**config.mk**
```make
export PLATFORM = sky130hd
export DESIGN_NAME = key_click_long_press_detector_core_flat
export DESIGN_NICKNAME = d
export VERILOG_FILES = /design/src/sv/kclp_pkg.sv /design/src/sv/kclp_intf.sv /design/src/sv/key_click_long_press_detector_core.sv /design/src/sv/kclp_step.sv /design/src/flat_wrapper.sv
export SDC_FILE = /design/constraint.sdc
export NUM_CORES = 1
export LEC_CHECK = 0
export BUFFER_PORTS_ARGS = -buffer_cell sky130_fd_sc_hd__buf_4
export CORE_ASPECT_RATIO = 1.4
export CORE_MARGIN = 8
export CORE_UTILIZATION = 30
export DETAILED_ROUTE_END_ITERATION = 8
export PLACE_DENSITY = 0.46
export SETUP_SLACK_MARGIN = 0.05
export SYNTH_ARGS = -nofsm -noshare
export SYNTH_HDL_FRONTEND = slang
export SYNTH_HIERARCHICAL = 1
export SYNTH_SLANG_ARGS = --single-unit
```
**constraint.sdc**
```tcl
create_clock -name i_clk -period 7.64 [get_ports i_clk]
set_input_delay 0.764 -clock i_clk [delete_from_list [all_inputs] [get_ports i_clk]]
set_output_delay 0.764 -clock i_clk [all_outputs]
set_load 0.005 [all_outputs]
```
**src/sv/kclp_pkg.sv**
```systemverilog
// ----------------------------------------------------------------------------
// kclp_pkg
// Shared types and constants for the key click / long-press detector:
// slot word layout, detector state record and result record.
// ----------------------------------------------------------------------------
`default_nettype none

package kclp_pkg;

    // Number of key slots that are searched and stored
    localparam int KEY_SLOTS   = 4;
    localparam int SLOT_IDX_W  = 2;
    localparam int CFG_IDX_W   = 2;
    localparam int SLOT_W      = 45;
    localparam int KEY_W       = 8;
    localparam int TIME_W      = 32;
    localparam int DUR_W       = 16;

    // Slot word bit positions
    localparam int SW_VALID    = 44;
    localparam int SW_VAL_LO   = 36;
    localparam int SW_GAP_LO   = 20;
    localparam int SW_HOLD_LO  = 4;
    localparam int SW_EN_SGL   = 3;
    localparam int SW_EN_DBL   = 2;
    localparam int SW_EN_LNG   = 1;
    localparam int SW_EN_UP    = 0;

    typedef logic [SLOT_W-1:0]     t_slot_word;
    typedef logic [SLOT_IDX_W-1:0] t_slot_idx;
    typedef logic [KEY_W-1:0]      t_keys;
    typedef logic [TIME_W-1:0]     t_time;
    typedef logic [DUR_W-1:0]      t_dur;

    // Detector state carried from one tick to the next
    typedef struct packed {
        t_keys     previous_keys;
        t_time     first_press_time;
        t_keys     first_key;
        t_keys     second_key;
        logic      record_valid;
        t_slot_idx record_slot;
        logic      release_pending;
        t_slot_idx release_slot;
        logic      hold_flag;
    } t_state;

    // Detector state after reset: everything clear, hold flag set
    localparam t_state STATE_RESET = '{
        previous_keys:    '0,
        first_press_time: '0,
        first_key:        '0,
        second_key:       '0,
        record_valid:     1'b0,
        record_slot:      '0,
        release_pending:  1'b0,
        release_slot:     '0,
        hold_flag:        1'b1
    };

    // One result beat
    typedef struct packed {
        logic      single_fired;
        logic      double_fired;
        logic      long_fired;
        logic      up_fired;
        t_slot_idx event_slot;
        t_slot_idx up_slot;
    } t_result;

endpackage

`default_nettype wire

```
**src/sv/kclp_intf.sv**
```systemverilog
// ----------------------------------------------------------------------------
// kclp_intf
// Valid/ready channels of the detector: key samples in, events out.
// ----------------------------------------------------------------------------
`default_nettype none

interface kclp_key_if;
    logic                valid;
    logic                ready;
    kclp_pkg::t_keys     key_state;
    kclp_pkg::t_time     now_ms;

    modport source (output valid, output key_state, output now_ms, input ready);
    modport sink   (input valid, input key_state, input now_ms, output ready);
endinterface

interface kclp_evt_if;
    logic                  valid;
    logic                  ready;
    logic                  single_fired;
    logic                  double_fired;
    logic                  long_fired;
    logic                  up_fired;
    kclp_pkg::t_slot_idx   event_slot;
    kclp_pkg::t_slot_idx   up_slot;

    modport source (output valid, output single_fired, output double_fired,
                    output long_fired, output up_fired, output event_slot,
                    output up_slot, input ready);
    modport sink   (input valid, input single_fired, input double_fired,
                    input long_fired, input up_fired, input event_slot,
                    input up_slot, output ready);
endinterface

`default_nettype wire

```
**src/sv/key_click_long_press_detector_core.sv**
```systemverilog
// ----------------------------------------------------------------------------
// key_click_long_press_detector_core
// Key click / long-press detector with valid/ready channels.
//
// Each beat on i_key carries one sample: the key vector and the current
// millisecond time. For every accepted sample the block returns exactly one
// beat on o_evt with the single, double, long and release flags and their
// slot numbers.
// A sample accepted on i_key is held in the input register; the tick logic
// then writes the detector state and the result register once the result
// register is free or drained.
// Throughput: one sample per cycle unless o_evt stalls; the detector state
// is updated once per sample as it moves from the input register to the
// result register. When o_evt stalls, the result register holds and the
// input register fills; i_key.ready drops only when both are full.
// The user must write slot registers through i_cfg_we / i_cfg_idx /
// i_cfg_data only while no sample is in flight; the block does not enforce
// this. Reset clears slots, state (hold flag set) and both valid flags.
// ----------------------------------------------------------------------------
`default_nettype none

module key_click_long_press_detector_core (
    input  wire                                i_clk,
    input  wire                                i_rst_n,
    input  wire                                i_cfg_we,
    input  wire [kclp_pkg::CFG_IDX_W-1:0]      i_cfg_idx,
    input  wire [kclp_pkg::SLOT_W-1:0]         i_cfg_data,
    kclp_key_if.sink                           i_key,
    kclp_evt_if.source                         o_evt
);

    kclp_pkg::t_slot_word r_slot [kclp_pkg::KEY_SLOTS];
    kclp_pkg::t_state     r_state;
    kclp_pkg::t_state     n_state;
    kclp_pkg::t_result    n_res;
    kclp_pkg::t_result    r_res;
    logic                 r_in_valid;
    kclp_pkg::t_keys      r_ks;
    kclp_pkg::t_time      r_now;
    logic                 r_out_valid;
    logic                 adv;
    logic                 take;

    // Move the sample forward when the result register is free or drained
    assign adv  = r_in_valid && (!r_out_valid || o_evt.ready);
    assign take = i_key.valid && i_key.ready;
    assign i_key.ready = !r_in_valid || adv;

    // Hold slot configuration
    always_ff @(posedge i_clk) begin
        if (!i_rst_n) begin
            for (int i = 0; i < kclp_pkg::KEY_SLOTS; i++) begin
                r_slot[i] <= '0;
            end
        end else if (i_cfg_we && (int'(i_cfg_idx) < kclp_pkg::KEY_SLOTS)) begin
            r_slot[i_cfg_idx] <= i_cfg_data;
        end
    end

    // Input register
    always_ff @(posedge i_clk) begin
        if (!i_rst_n) begin
            r_in_valid <= 1'b0;
        end else if (take) begin
            r_in_valid <= 1'b1;
        end else if (adv) begin
            r_in_valid <= 1'b0;
        end
    end

    always_ff @(posedge i_clk) begin
        if (take) begin
            r_ks  <= i_key.key_state;
            r_now <= i_key.now_ms;
        end
    end

    kclp_step u_step (
        .i_key_state (r_ks),
        .i_now_ms    (r_now),
        .i_state     (r_state),
        .i_slots     (r_slot),
        .o_state     (n_state),
        .o_result    (n_res)
    );

    // Advance detector state once per sample
    always_ff @(posedge i_clk) begin
        if (!i_rst_n) begin
            r_state <= kclp_pkg::STATE_RESET;
        end else if (adv) begin
            r_state <= n_state;
        end
    end

    // Result register
    always_ff @(posedge i_clk) begin
        if (!i_rst_n) begin
            r_out_valid <= 1'b0;
        end else if (adv) begin
            r_out_valid <= 1'b1;
        end else if (o_evt.ready) begin
            r_out_valid <= 1'b0;
        end
    end

    always_ff @(posedge i_clk) begin
        if (adv) begin
            r_res <= n_res;
        end
    end

    assign o_evt.valid        = r_out_valid;
    assign o_evt.single_fired = r_res.single_fired;
    assign o_evt.double_fired = r_res.double_fired;
    assign o_evt.long_fired   = r_res.long_fired;
    assign o_evt.up_fired     = r_res.up_fired;
    assign o_evt.event_slot   = r_res.event_slot;
    assign o_evt.up_slot      = r_res.up_slot;

    // A tick reports at most one of single, double and long
    a_one_event: assert property (@(posedge i_clk) disable iff (!i_rst_n)
        r_out_valid |-> $countones({r_res.single_fired, r_res.double_fired,
                                    r_res.long_fired}) <= 1)
        else $error("more than one click/long event in one beat");

    // Slot numbers read zero when their event did not fire
    a_idle_slots: assert property (@(posedge i_clk) disable iff (!i_rst_n)
        r_out_valid |-> ((r_res.up_fired || r_res.up_slot == '0) &&
            (r_res.single_fired || r_res.double_fired || r_res.long_fired ||
             r_res.event_slot == '0)))
        else $error("slot number set without its event");

    // A release event disarms and clears its slot
    a_release: assert property (@(posedge i_clk) disable iff (!i_rst_n)
        !r_state.release_pending |-> r_state.release_slot == '0)
        else $error("release slot held while not armed");

    // Every advanced sample lands in the result register
    a_advance: assert property (@(posedge i_clk) disable iff (!i_rst_n)
        adv |=> r_out_valid)
        else $error("sample advanced without a result");

endmodule

`default_nettype wire

```
**src/sv/kclp_step.sv**
```systemverilog
// ----------------------------------------------------------------------------
// kclp_step
// One tick of the detector: edge detection, slot match, click and long-press
// timing, release event. Pure combinational next-state and result logic.
// ----------------------------------------------------------------------------
`default_nettype none

module kclp_step (
    input  kclp_pkg::t_keys      i_key_state,
    input  kclp_pkg::t_time      i_now_ms,
    input  kclp_pkg::t_state     i_state,
    input  kclp_pkg::t_slot_word i_slots [kclp_pkg::KEY_SLOTS],
    output kclp_pkg::t_state     o_state,
    output kclp_pkg::t_result    o_result
);

    kclp_pkg::t_keys      chg;
    kclp_pkg::t_keys      down;
    kclp_pkg::t_keys      up;
    logic                 hit;
    kclp_pkg::t_slot_idx  hit_idx;

    // Find edges against the previous sample
    assign chg  = i_state.previous_keys ^ i_key_state;
    assign down = i_key_state & chg;
    assign up   = ~i_key_state & chg;

    // Pick the first valid slot whose key value equals the press vector
    always_comb begin
        hit     = 1'b0;
        hit_idx = '0;
        for (int i = kclp_pkg::KEY_SLOTS - 1; i >= 0; i--) begin
            if (i_slots[i][kclp_pkg::SW_VALID] &&
                i_slots[i][kclp_pkg::SW_VAL_LO +: kclp_pkg::KEY_W] == down) begin
                hit     = 1'b1;
                hit_idx = kclp_pkg::SLOT_IDX_W'(i);
            end
        end
        if (down == '0) begin
            hit = 1'b0;
        end
    end

    // Update the press record, then run the click and long-press checks
    always_comb begin
        kclp_pkg::t_state     s;
        kclp_pkg::t_result    r;
        kclp_pkg::t_slot_word w;
        kclp_pkg::t_time      elapsed;
        logic                 click;

        s       = i_state;
        r       = '0;
        w       = '0;
        elapsed = '0;
        click   = 1'b0;

        s.previous_keys = i_key_state;

        if (hit) begin
            if (s.first_key == '0 && s.second_key == '0) begin
                s.first_press_time = i_now_ms;
                s.first_key        = down;
                s.record_valid     = 1'b1;
                s.record_slot      = hit_idx;
            end else if (s.first_key != '0 && s.second_key == '0) begin
                s.second_key   = down;
                s.record_valid = 1'b1;
                s.record_slot  = hit_idx;
            end
        end

        if (s.record_valid) begin
            w       = i_slots[s.record_slot];
            elapsed = i_now_ms - s.first_press_time;
            if (i_key_state == '0) begin
                s.hold_flag = 1'b0;
            end
            click = (s.first_key != '0) && !s.hold_flag &&
                    (elapsed > kclp_pkg::TIME_W'(w[kclp_pkg::SW_GAP_LO +: kclp_pkg::DUR_W]));
            if (click) begin
                // Report single or double; a mismatched second press drops silently
                if (s.second_key == '0) begin
                    if (w[kclp_pkg::SW_EN_SGL]) begin
                        r.single_fired = 1'b1;
                        r.event_slot   = s.record_slot;
                    end
                end else if (s.second_key == s.first_key) begin
                    if (w[kclp_pkg::SW_EN_DBL]) begin
                        r.double_fired = 1'b1;
                        r.event_slot   = s.record_slot;
                    end
                end
                s.record_valid = 1'b0;
                s.record_slot  = '0;
                s.first_key    = '0;
                s.second_key   = '0;
                s.hold_flag    = 1'b1;
            end else if (s.first_key != '0 && s.second_key == '0 &&
                         elapsed > kclp_pkg::TIME_W'(w[kclp_pkg::SW_HOLD_LO +: kclp_pkg::DUR_W]))
            begin
                // Long press: report and arm the release event
                if (w[kclp_pkg::SW_EN_LNG]) begin
                    r.long_fired = 1'b1;
                    r.event_slot = s.record_slot;
                end
                if (w[kclp_pkg::SW_EN_UP]) begin
                    s.release_pending = 1'b1;
                    s.release_slot    = s.record_slot;
                end
                s.record_valid = 1'b0;
                s.record_slot  = '0;
                s.first_key    = '0;
            end
        end

        // Fire the armed release event on any release edge
        if (up != '0 && s.release_pending) begin
            r.up_fired        = 1'b1;
            r.up_slot         = s.release_slot;
            s.hold_flag       = 1'b1;
            s.release_pending = 1'b0;
            s.release_slot    = '0;
        end

        o_state  = s;
        o_result = r;
    end

endmodule

`default_nettype wire

```
**src/flat_wrapper.sv**
```systemverilog
// flat-port wrapper written by rule: the top's interface ports become plain ports
module key_click_long_press_detector_core_flat 
  (i_clk, i_rst_n, i_cfg_we, i_cfg_idx, i_cfg_data, i_key_valid, i_key_key_state, i_key_now_ms, i_key_ready, o_evt_valid, o_evt_single_fired, o_evt_double_fired, o_evt_long_fired, o_evt_up_fired, o_evt_event_slot, o_evt_up_slot, o_evt_ready);
  kclp_key_if i_key_i ();
  kclp_evt_if o_evt_i ();
  input  wire i_clk;
  input  wire i_rst_n;
  input  wire i_cfg_we;
  input  wire [kclp_pkg::CFG_IDX_W-1:0] i_cfg_idx;
  input  wire [kclp_pkg::SLOT_W-1:0] i_cfg_data;
  input wire logic [$bits(i_key_i.valid)-1:0] i_key_valid;
  input wire logic [$bits(i_key_i.key_state)-1:0] i_key_key_state;
  input wire logic [$bits(i_key_i.now_ms)-1:0] i_key_now_ms;
  output wire logic [$bits(i_key_i.ready)-1:0] i_key_ready;
  output wire logic [$bits(o_evt_i.valid)-1:0] o_evt_valid;
  output wire logic [$bits(o_evt_i.single_fired)-1:0] o_evt_single_fired;
  output wire logic [$bits(o_evt_i.double_fired)-1:0] o_evt_double_fired;
  output wire logic [$bits(o_evt_i.long_fired)-1:0] o_evt_long_fired;
  output wire logic [$bits(o_evt_i.up_fired)-1:0] o_evt_up_fired;
  output wire logic [$bits(o_evt_i.event_slot)-1:0] o_evt_event_slot;
  output wire logic [$bits(o_evt_i.up_slot)-1:0] o_evt_up_slot;
  input wire logic [$bits(o_evt_i.ready)-1:0] o_evt_ready;
  assign i_key_i.valid = i_key_valid;
  assign i_key_i.key_state = i_key_key_state;
  assign i_key_i.now_ms = i_key_now_ms;
  assign i_key_ready = i_key_i.ready;
  assign o_evt_valid = o_evt_i.valid;
  assign o_evt_single_fired = o_evt_i.single_fired;
  assign o_evt_double_fired = o_evt_i.double_fired;
  assign o_evt_long_fired = o_evt_i.long_fired;
  assign o_evt_up_fired = o_evt_i.up_fired;
  assign o_evt_event_slot = o_evt_i.event_slot;
  assign o_evt_up_slot = o_evt_i.up_slot;
  assign o_evt_i.ready = o_evt_ready;
  key_click_long_press_detector_core u_core (.i_clk(i_clk), .i_rst_n(i_rst_n), .i_cfg_we(i_cfg_we), .i_cfg_idx(i_cfg_idx), .i_cfg_data(i_cfg_data), .i_key(i_key_i), .o_evt(o_evt_i));
endmodule
```
# Yosys cells after proc, flatten, opt, wreduce, memory -nomap -nowiden
# Index checks and enable logic that the tools add are counted.
[totals]
inputBits = 92
word_cells = 125
output_inout_bits = 10
register_bits = 293
[classes]
magnitude_cmp = 5
n_eq_ne = 5
addsub = 1
reduce_logical = 34
muxes = 47
bitwise_logic = 10
[op_table]
columns = ["cell", "n"]
rows = [
  ["bitwise mux 180 bit", 1],
  ["binary-select mux 45 bit (select 2 bit)", 1],
  ["demux 45 bit (select 2 bit)", 1],
  ["two-way mux 36 bit", 2],
  ["> comparator 32 x 16 -> 1 bit", 2],
  ["two-way mux 51 bit", 1],
  ["two-way mux 45 bit", 1],
  ["equality test 8 bit", 5],
  ["logical NOT 8 bit", 5],
  ["two-way mux 40 bit", 1],
  ["two-way mux 8 bit", 4],
  ["subtractor 32 bit", 1],
  ["nonzero test 8 bit", 3],
  ["two-way mux 23 bit", 1],
  ["two-way mux 2 bit", 11],
  ["AND 8 bit", 2],
  ["two-way mux 1 bit", 16],
  ["logical AND 1 bit", 14],
  ["two-way mux 3 bit", 4],
  ["two-way mux 11 bit", 1],
  ["inverter 8 bit", 1],
  ["XOR 8 bit", 1],
  ["greater-or-equal comparator 3 bit, second input constant", 2],
  ["two-way mux 6 bit", 1],
  ["11 further kinds", 20],
]

# Logic depth before layout (Yosys ltp)
# Gate-level depths: netlist of the first run.
[logic_depth]
ltp_word = 23
mapped_depth = 40
ltp_nobuf = 34

# By module
# Netlist of the first run, hierarchy kept.
[modules_own_cells]
columns = ["module", "n_inst", "seq_area_each_um2", "cells_each", "area_each_um2"]
rows = [
  ["key_click_long_press_detector_core", 1, 6346.1, 982, 9885.7],
  ["kclp_step", 1, 0.0, 997, 5903.2],
]

# Least setup slack after synthesis of the first run
# Ideal clock, no wire load.
[synth_timing]
path_kind = "register -> register"
from = "register u_core.r_ks[4]"
to = "register u_core/r_state[0] (netlist bit)"
setup_slack_ns = 0.548
period_less_slack_ns = 7.092
setup_ns = 0.106
required_time_ns = 7.534
arrival_ns = 6.986
n_path_buf = 6
stages_incl_launch_ff = 41
cell_sequence = "edfxtp_1 nor2b_1 buf_4 xnor2_1 nand3_1 or3_1 buf_2 a41oi_1 clkbuf_1 nand2_1 clkbuf_1 clkbuf_1 nand2_1 o21ai_0 ha_1 fa_1 nor2b_1 o21ai_0 [5 not listed] nand3_1 xor2_1 ha_1 a21oi_1 nor2b_1 o21ai_0 nand2b_1 a21oi_1 nor2b_1 o21ai_0 a32oi_1 nor4b_4 a21o_1 buf_6 a21oi_1 o221ai_1 inv_1 o311ai_0"
[synth_rtl]
columns = ["item", "line", "rtl"]
rows = [
  ["start, declared", "key_click_long_press_detector_core.sv:38", "kclp_pkg::t_keys r_ks;"],
  ["start signal, assigned", "key_click_long_press_detector_core.sv:73", "r_ks <= i_key.key_state;"],
  ["end signal, assigned", "key_click_long_press_detector_core.sv:90", "r_state <= kclp_pkg::STATE_RESET;"],
  ["end signal, assigned", "key_click_long_press_detector_core.sv:92", "r_state <= n_state;"],
  ["end, declared", "key_click_long_press_detector_core.sv:33", "kclp_pkg::t_state r_state;"],
]

==> run metrics, run 1 <==
met3 usage=0.0251; core footprint=52,000 sq um; Worst-Margin Slew=1.10 ns; remaining global-route overflow=0; Final Slew Violations=0; startpoint types=flop; Vias/cell=5.07; vias in the first global route=13,300; Finish-stage setup viols=0; first-pass GRT wire length=74,100 um; IO Pins=102; CP max stage cell=or3_1; Worst-Skew Late Latency=0.54 ns; Yosys top cell area share=0.311; antenna viol nets, final=0; fill count=5,463; Mapped Avg Cell Area=7.98 sq um; initial antenna violation count=0; final hold vios=0; IO Port Bufs=101; # diodes=0; hold crit path type=primary input to flop; Die X=210 um; CTS buffer count=34; final setup TNS=0 ns; biggest area consumer among synthesized cells=dfxtp_1; Max clock buf depth=3; FF-to-FF End=u_core/r_state[22]$_SDFFE_PN0P_; final routed DRC violation total=0; maximum vdd ir drop=0.126 mV; R2R setup slack=0.58 ns; Initial Util=0.303; per-cell routed wire length=17.3 um; HPWL Detailed=32,100 um; Placed Area=16,900 sq um; Lkg Pwr=6.73 nW; worst clock skew=0.0149 ns; proportion of layout cells with a drive suffix above 1=0.113; most used cell, CP=nand2_1; Worst Setup End Kind=flop; Max stage delay on crit path=0.44 ns; CTS sink cnt=293; Cell Rows=99; CTS root buf=clkbuf_16; Final nets=2,152; Initial DRC Count=897; Max-Slew Margin vs Limit=0.268; most frequent cells after synthesis=nand2_1, dfxtp_1, nand3_1, o21ai_0, clkbuf_1; Most used DFF post-synth=dfxtp_1; crit path DAT=7.46 ns; FF-to-FF path depth=32; GRT Total Usage=0.152; #FFs+latches synth=293; largest net degree at the start of global routing=234; fin crit share=0.924; GR peak layer=met2; Mapped Area=15,800 sq um; YS warnings=6; met1 Track Usage GR=0.187; met2 GRT Util=0.269; share of synthesized registers carrying an async set or reset=0; final wirelength=46,400 um; Reg clk slew, reported paths=0.06 ns; P&R area growth vs syn=14.9%; min-delay src=i_key_now_ms[28]; Die ar.=60,300 sq um; height of the chip=287 um; library cells used by synthesis=83; RR Startpoint=u_core/r_ks[7]$_DFFE_PP_; number of enable flip-flop cells after synthesis=48; CP Class=flop to flop; Fmax achieved=0.142 GHz; final instance area=18,100 sq um; PD cells=207 nW/um^2; H-Tree Depth=2; GP Congestion=0.852; status=finished, final reports clean; Reg area=6350 sq um; final worst slack=0.578 ns; 1st-pass router iterations=5; Synth Instances=1,979; count leader, synth=nand2_1; worst slack at placement=0.104 ns; area of the multi-input gates=8610 sq um; RSZ-0062 raised after global routing=no; post-synthesis sequential area ratio=0.402; total power=3.75 mW; post-layout util=0.349; hold endpoint=u_core/r_now[28]$_DFFE_PP_; Hold Path Cell Cnt=1; syn_nets=2,133; vias post-DR=13,600; CTS tree=built; max-cap check violation count=0; crit-path max FO=10; CP required=8.04 ns; top cells by area, synth=dfxtp_1, nand2_1, edfxtp_1; post-route minimum period=7.06 ns
-- cell type report --
type,instances,share of cell area
Multi-Input combinational cell,1479,0.474
Clock inverter,15,0.0114
Timing Repair Buffer,131,0.0553
Clock buffer,44,0.0518
Inverter,59,0.0122
Sequential cell,293,0.350
Tap cell,656,0.0452
-- power breakdown --
| group | internal [mW] | total (mW) | leakage, nW | switching [mW] |
|---|---|---|---|---|
| clock network | 1.04 | 1.69 | 0.558 | 0.658 |
| logic | 0.162 | 0.405 | 3.72 | 0.244 |
| registers | 1.62 | 1.65 | 2.46 | 0.0327 |
-- registers in the layout, summed over array words and instances, names as in the netlist --
register and count:
u_core/o_evt.valid 1, u_core/r_slot 180, u_core/o_evt.double_fired 1, u_core/o_evt.up_fired 1, u_core/r_ks 8, u_core/o_evt.long_fired 1, u_core/o_evt.up_slot 2, u_core/o_evt.single_fired 1
u_core/o_evt.event_slot 2, u_core/r_now 32, u_core/r_state 63, u_core/r_in_valid 1
-- layout by cell type, fill, tap and decap left out, types with 5 or more instances in the layout --
cell type  synthesis  final
edfxtp_1          48     48
nand3_1          227    226
a211oi_1           7      7
xor2_1             8      8
xnor2_1           42     42
o21ai_1           45     46
inv_1             59     59
nor4_1             7      6
nor2b_1           25     17
a31oi_1           14     14
maj3_1             5      5
o21bai_1           7      7
nor2_1            56     56
dfxtp_1          245    245
a21o_1            20     19
or3_1              9      9
o22ai_1            5      5
mux2i_1           75     75
buf_4             16    129
o21a_1            15     14
nand2_1          440    440
nor3_1            15     15
nor2b_4            0      8
clkbuf_1          83      6
clkinv_2           0      5
nand4_1           18     18
clkbuf_16          0     35
o211ai_1           5      5
o21ai_0          208    206
nand2b_1          12     12
bufinv_16          0      5
a21oi_1           62     62
ha_1              61     61
-- cell families (layout without fill, tap and decap cells) --
family	count (synthesis)	after routing	synth area share
fa+ha+maj	67	67	0.0528
mux	81	81	0.0533
flops	293	293	0.402
simple gates	847	847	0.244
compound gates	434	434	0.161
buf+inv	207	249	0.0590
xor+xnor	50	50	0.0277
-- metal layers --
layer	part of all wire	routed length, um
met5	0	0
met4	0.025	1150
met2	0.49	22700
met1	0.45	21000
met3	0.034	1580
-- critical path: cells and delay by family (launching register included) --
family | cells | cell delay, ns
multiplexers | 1 | 0.09
flip-flops | 1 | 0.40
adder cells (fa/ha/maj) | 3 | 0.78
AO/OA/AOI/OAI | 12 | 3.22
XOR/XNOR | 2 | 0.37
AND/OR/NAND/NOR | 14 | 2.04
-- worst max-delay path by stage --
stage / startpoint / to / slack, ns / depth (start not counted)
finish: u_core/r_ks[7]$_DFFE_PP_ / u_core/r_state[22]$_SDFFE_PN0P_ / 0.58 / 32
global route: u_core/r_ks[7]$_DFFE_PP_ / u_core/r_state[4]$_SDFFE_PN0P_ / 0.08 / 34
CTS: u_core/r_ks[7]$_DFFE_PP_ / u_core/r_state[5]$_SDFFE_PN0P_ / 0.10 / 32
detailed placement: u_core/r_ks[0]$_DFFE_PP_ / u_core/r_state[4]$_SDFFE_PN0P_ / 0.10 / 32
global placement: u_core/r_ks[0]$_DFFE_PP_ / u_core/r_state[0]$_SDFFE_PN1P_ / 0.40 / 34
floorplan: u_core/r_ks[4]$_DFFE_PP_ / u_core/r_state[0]$_SDFFE_PN1P_ / 0.55 / 40
-- through the flow --
step           cells  hold WS (ns)
2_1_floorplan   1979         0.434
3_3_place_gp    2618         0.443
3_5_place_dp    2618         0.451
4_1_cts         2677         0.372
5_1_grt         2677         0.378
6_report        2677         0.405
-- what timing repair did --
action,4_1_cts,5_1_grt
buffers inserted,0,0
setup endpoints to repair,2,31
endpoints found under the hold margin,0,0
hold buffers,0,0
resized for setup,2,17
Power figures use the tool's default switching activity.
==> inputs of run 2 (changes only) <==
--- a/config.mk
+++ b/config.mk
@@ -10,7 +10,7 @@
 export CORE_MARGIN = 8
 export CORE_UTILIZATION = 30
 export DETAILED_ROUTE_END_ITERATION = 8
-export PLACE_DENSITY = 0.46
+export PLACE_DENSITY = 0.44
 export SETUP_SLACK_MARGIN = 0.05
 export SYNTH_ARGS = -nofsm -noshare
 export SYNTH_HDL_FRONTEND = slang
==> constraint.sdc (replaced) <==
create_clock -name i_clk -period 7.5 [get_ports i_clk]
set_input_delay 0.75 -clock i_clk [delete_from_list [all_inputs] [get_ports i_clk]]
set_output_delay 0.75 -clock i_clk [all_outputs]
set_load 0.005 [all_outputs]
==> run 2 against run 1 <==
Effect of this change:
- worst setup slack gained 0.077 ns
- non-clock buffer count grew 7
- via count grew 0.11%
- clock power is essentially flat
- largest power group unchanged
- highest routed layer unchanged
==> run metrics, run 2 (synthesized netlist as in run 1, its figures left out) <==
status=finished, final reports clean; CTS root buf=clkbuf_16; Largest Register=u_core/r_slot; crit path DAT=7.27 ns (-0.19 ns); max FFs per register=180 (unchanged); vias post-DR=13,600 (+0.11%); worst slack at placement=-0.0475 ns (-0.151 ns); Combinational Power Share=0.111 (+0.003); Finish-stage setup viols=0 (unchanged); most common cell after layout, fill and taps aside=nand2_1; CP max stage cell=or3_1; Final nets=2,159 (+0.33%); RSZ-0062 raised after global routing=no; GP Congestion=0.839 (-1.5%); Vias/cell=5.07 (-0.11%); # diodes=0 (unchanged); crit path launch=u_core/r_ks[7]$_DFFE_PP_; HPWL Detailed=32,800 um (+2.1%); area of the multi-input gates=8630 sq um (+0.25%); Die X=210 um (unchanged); Pint=2.84 mW (+0.78%); hold crit path type=primary input to flop; Fmax achieved=0.146 GHz (+3.2%); Max stage delay on crit path=0.44 ns (about the same); Worst Setup End Kind=flop; 1st-pass router iterations=6 (+1); final hold slack=0.391 ns (-0.0140 ns); switching component of the power=0.954 mW (+2.1%); PD cells=208 nW/um^2 (+0.79%); Max clock buf depth=3 (unchanged); first-pass GRT wire length=74,200 um (about the same); Worst-Skew Late Latency=0.54 ns (about the same); Lkg Pwr=6.77 nW (+0.55%); worst clock skew=0.0257 ns (+0.0109 ns); biggest regs=u_core/r_slot (180), u_core/r_state (63), u_core/r_now (32); RR Startpoint=u_core/r_ks[7]$_DFFE_PP_; vias in the first global route=13,100 (-1.5%); final wirelength=47,100 um (+1.4%); final setup TNS=0 ns (unchanged); Hold Path Cell Cnt=1 (unchanged); hold endpoint=u_core/r_now[26]$_DFFE_PP_; fin crit share=0.913 (-0.0117); Max-Slew Margin vs Limit=0.249 (-0.0189); final routed DRC violation total=0 (unchanged); H-Tree Depth=2 (unchanged); IO Port Bufs=101 (unchanged); Worst-Margin Slew=1.13 ns (+0.0283 ns); P&R area growth vs syn=15.3%; fill count=5,464 (+0.018%); height of the chip=287 um (unchanged); initial antenna violation count=0 (unchanged); final hold vios=0 (unchanged); CTS tree=built; antenna viol nets, final=0 (unchanged); FF-to-FF End=u_core/r_state[0]$_SDFFE_PN1P_; Initial Util=0.303 (unchanged); Die ar.=60,300 sq um (unchanged); Initial DRC Count=729 (-19%); Reg clk slew, reported paths=0.06 ns (about the same); max-cap check violation count=0 (unchanged); total power=3.79 mW (+1.1%); post-route minimum period=6.84 ns (-0.217 ns); core footprint=52,000 sq um (unchanged); power share of the clock group=0.446 (-0.006); per-cell routed wire length=17.5 um (+1.2%); CTS sink cnt=293 (unchanged); proportion of layout cells with a drive suffix above 1=0.119 (+0.00558); CP Class=flop to flop; Cell Rows=99 (unchanged); min-delay src=i_key_now_ms[26]; post-layout util=0.350 (+0.00106); sequential share of power=0.444 (+0.004); R2R setup slack=0.66 ns (+0.08 ns); FF-to-FF path depth=34 (+6.3%); switch share=0.251 (+0.00236); Reg area=6350 sq um (unchanged); GRT Total Usage=0.153 (+0.00136); final worst slack=0.655 ns (+0.0773 ns); IO Pins=102 (unchanged); startpoint types=flop; maximum vdd ir drop=0.118 mV (-6.5%); CP required=7.93 ns (-0.11 ns); Final Slew Violations=0 (unchanged); most frequent cells in the layout=nand2_1, dfxtp_1, nand3_1, o21ai_0, buf_4; most used cell, CP=o21ai_0; largest net degree at the start of global routing=161 (-31%); remaining global-route overflow=0 (unchanged); CTS buffer count=34 (unchanged); crit-path max FO=11 (+1)
==> run 2: per-layer routing <==
layer / vias up / part of all wire / global-route usage
met3: 61 / 0.035 / 0.0248
met1: 6374 / 0.45 / 0.191
li1: 6930 / - / -
met4: 0 / 0.024 / 0.0485
met5: - / 0 / 0
met2: 231 / 0.49 / 0.268
==> run 2: worst max path at each step <==
stage	to	slack, ns	cells past startpoint
CTS	u_core/r_state[18]$_SDFFE_PN0P_	0.05	32
finish	u_core/r_state[0]$_SDFFE_PN1P_	0.66	34
global placement	u_core/r_state[21]$_SDFFE_PN0P_	0.15	32
floorplan	u_core/r_state[0]$_SDFFE_PN1P_	0.41	40
detailed placement	u_core/r_state[16]$_SDFFE_PN0P_	-0.05	32
global route	u_core/r_state[0]$_SDFFE_PN1P_	0.04	34
==> run 2: layout make-up <==
| class | count | share of cell area |
|---|---|---|
| timing repair buffer | 138 | 0.0573 |
| clock buffer | 52 | 0.0590 |
| inverter | 59 | 0.0122 |
| sequential | 293 | 0.349 |
| multi-input combinational | 1479 | 0.474 |
| clock inverter | 6 | 0.00364 |
| tap | 656 | 0.0451 |
==> run 2: per-stage QoR <==
stage               instance area, sq um  cells
global placement                   17000   2625
global route                       18200   2683
detailed placement                 17000   2625
CTS                                18100   2683
floorplan                          15800   1979
finish                             18200   2683
==> run 2: power groups by stage <==
stage / Combinational, mW / Sequential, mW / Clock (mW)
3_5_place_dp: 0.419 / 1.72 / 0
2_1_floorplan: 0.285 / 1.71 / 0
4_1_cts: 0.422 / 1.68 / 1.76
5_1_grt: 0.470 / 1.69 / 1.82
6_report: 0.420 / 1.68 / 1.69
3_3_place_gp: 0.414 / 1.72 / 0
==> run 2: critical path: cells and delay by family, from the launching register on <==
| family | cells | cell delay [ns] |
|---|---|---|
| compound gates | 17 | 3.02 |
| xor+xnor | 2 | 0.37 |
| fa+ha+maj | 3 | 0.91 |
| buf+inv | 1 | 0.05 |
| flops | 1 | 0.40 |
| simple gates | 11 | 1.95 |
==> run 2: repair_timing <==
item	4_1_cts	5_1_grt
hold buffers	0	0
endpoints found under the setup margin	13	31
resized for setup	7	17
setup buffers	0	0
pin swaps	0	0
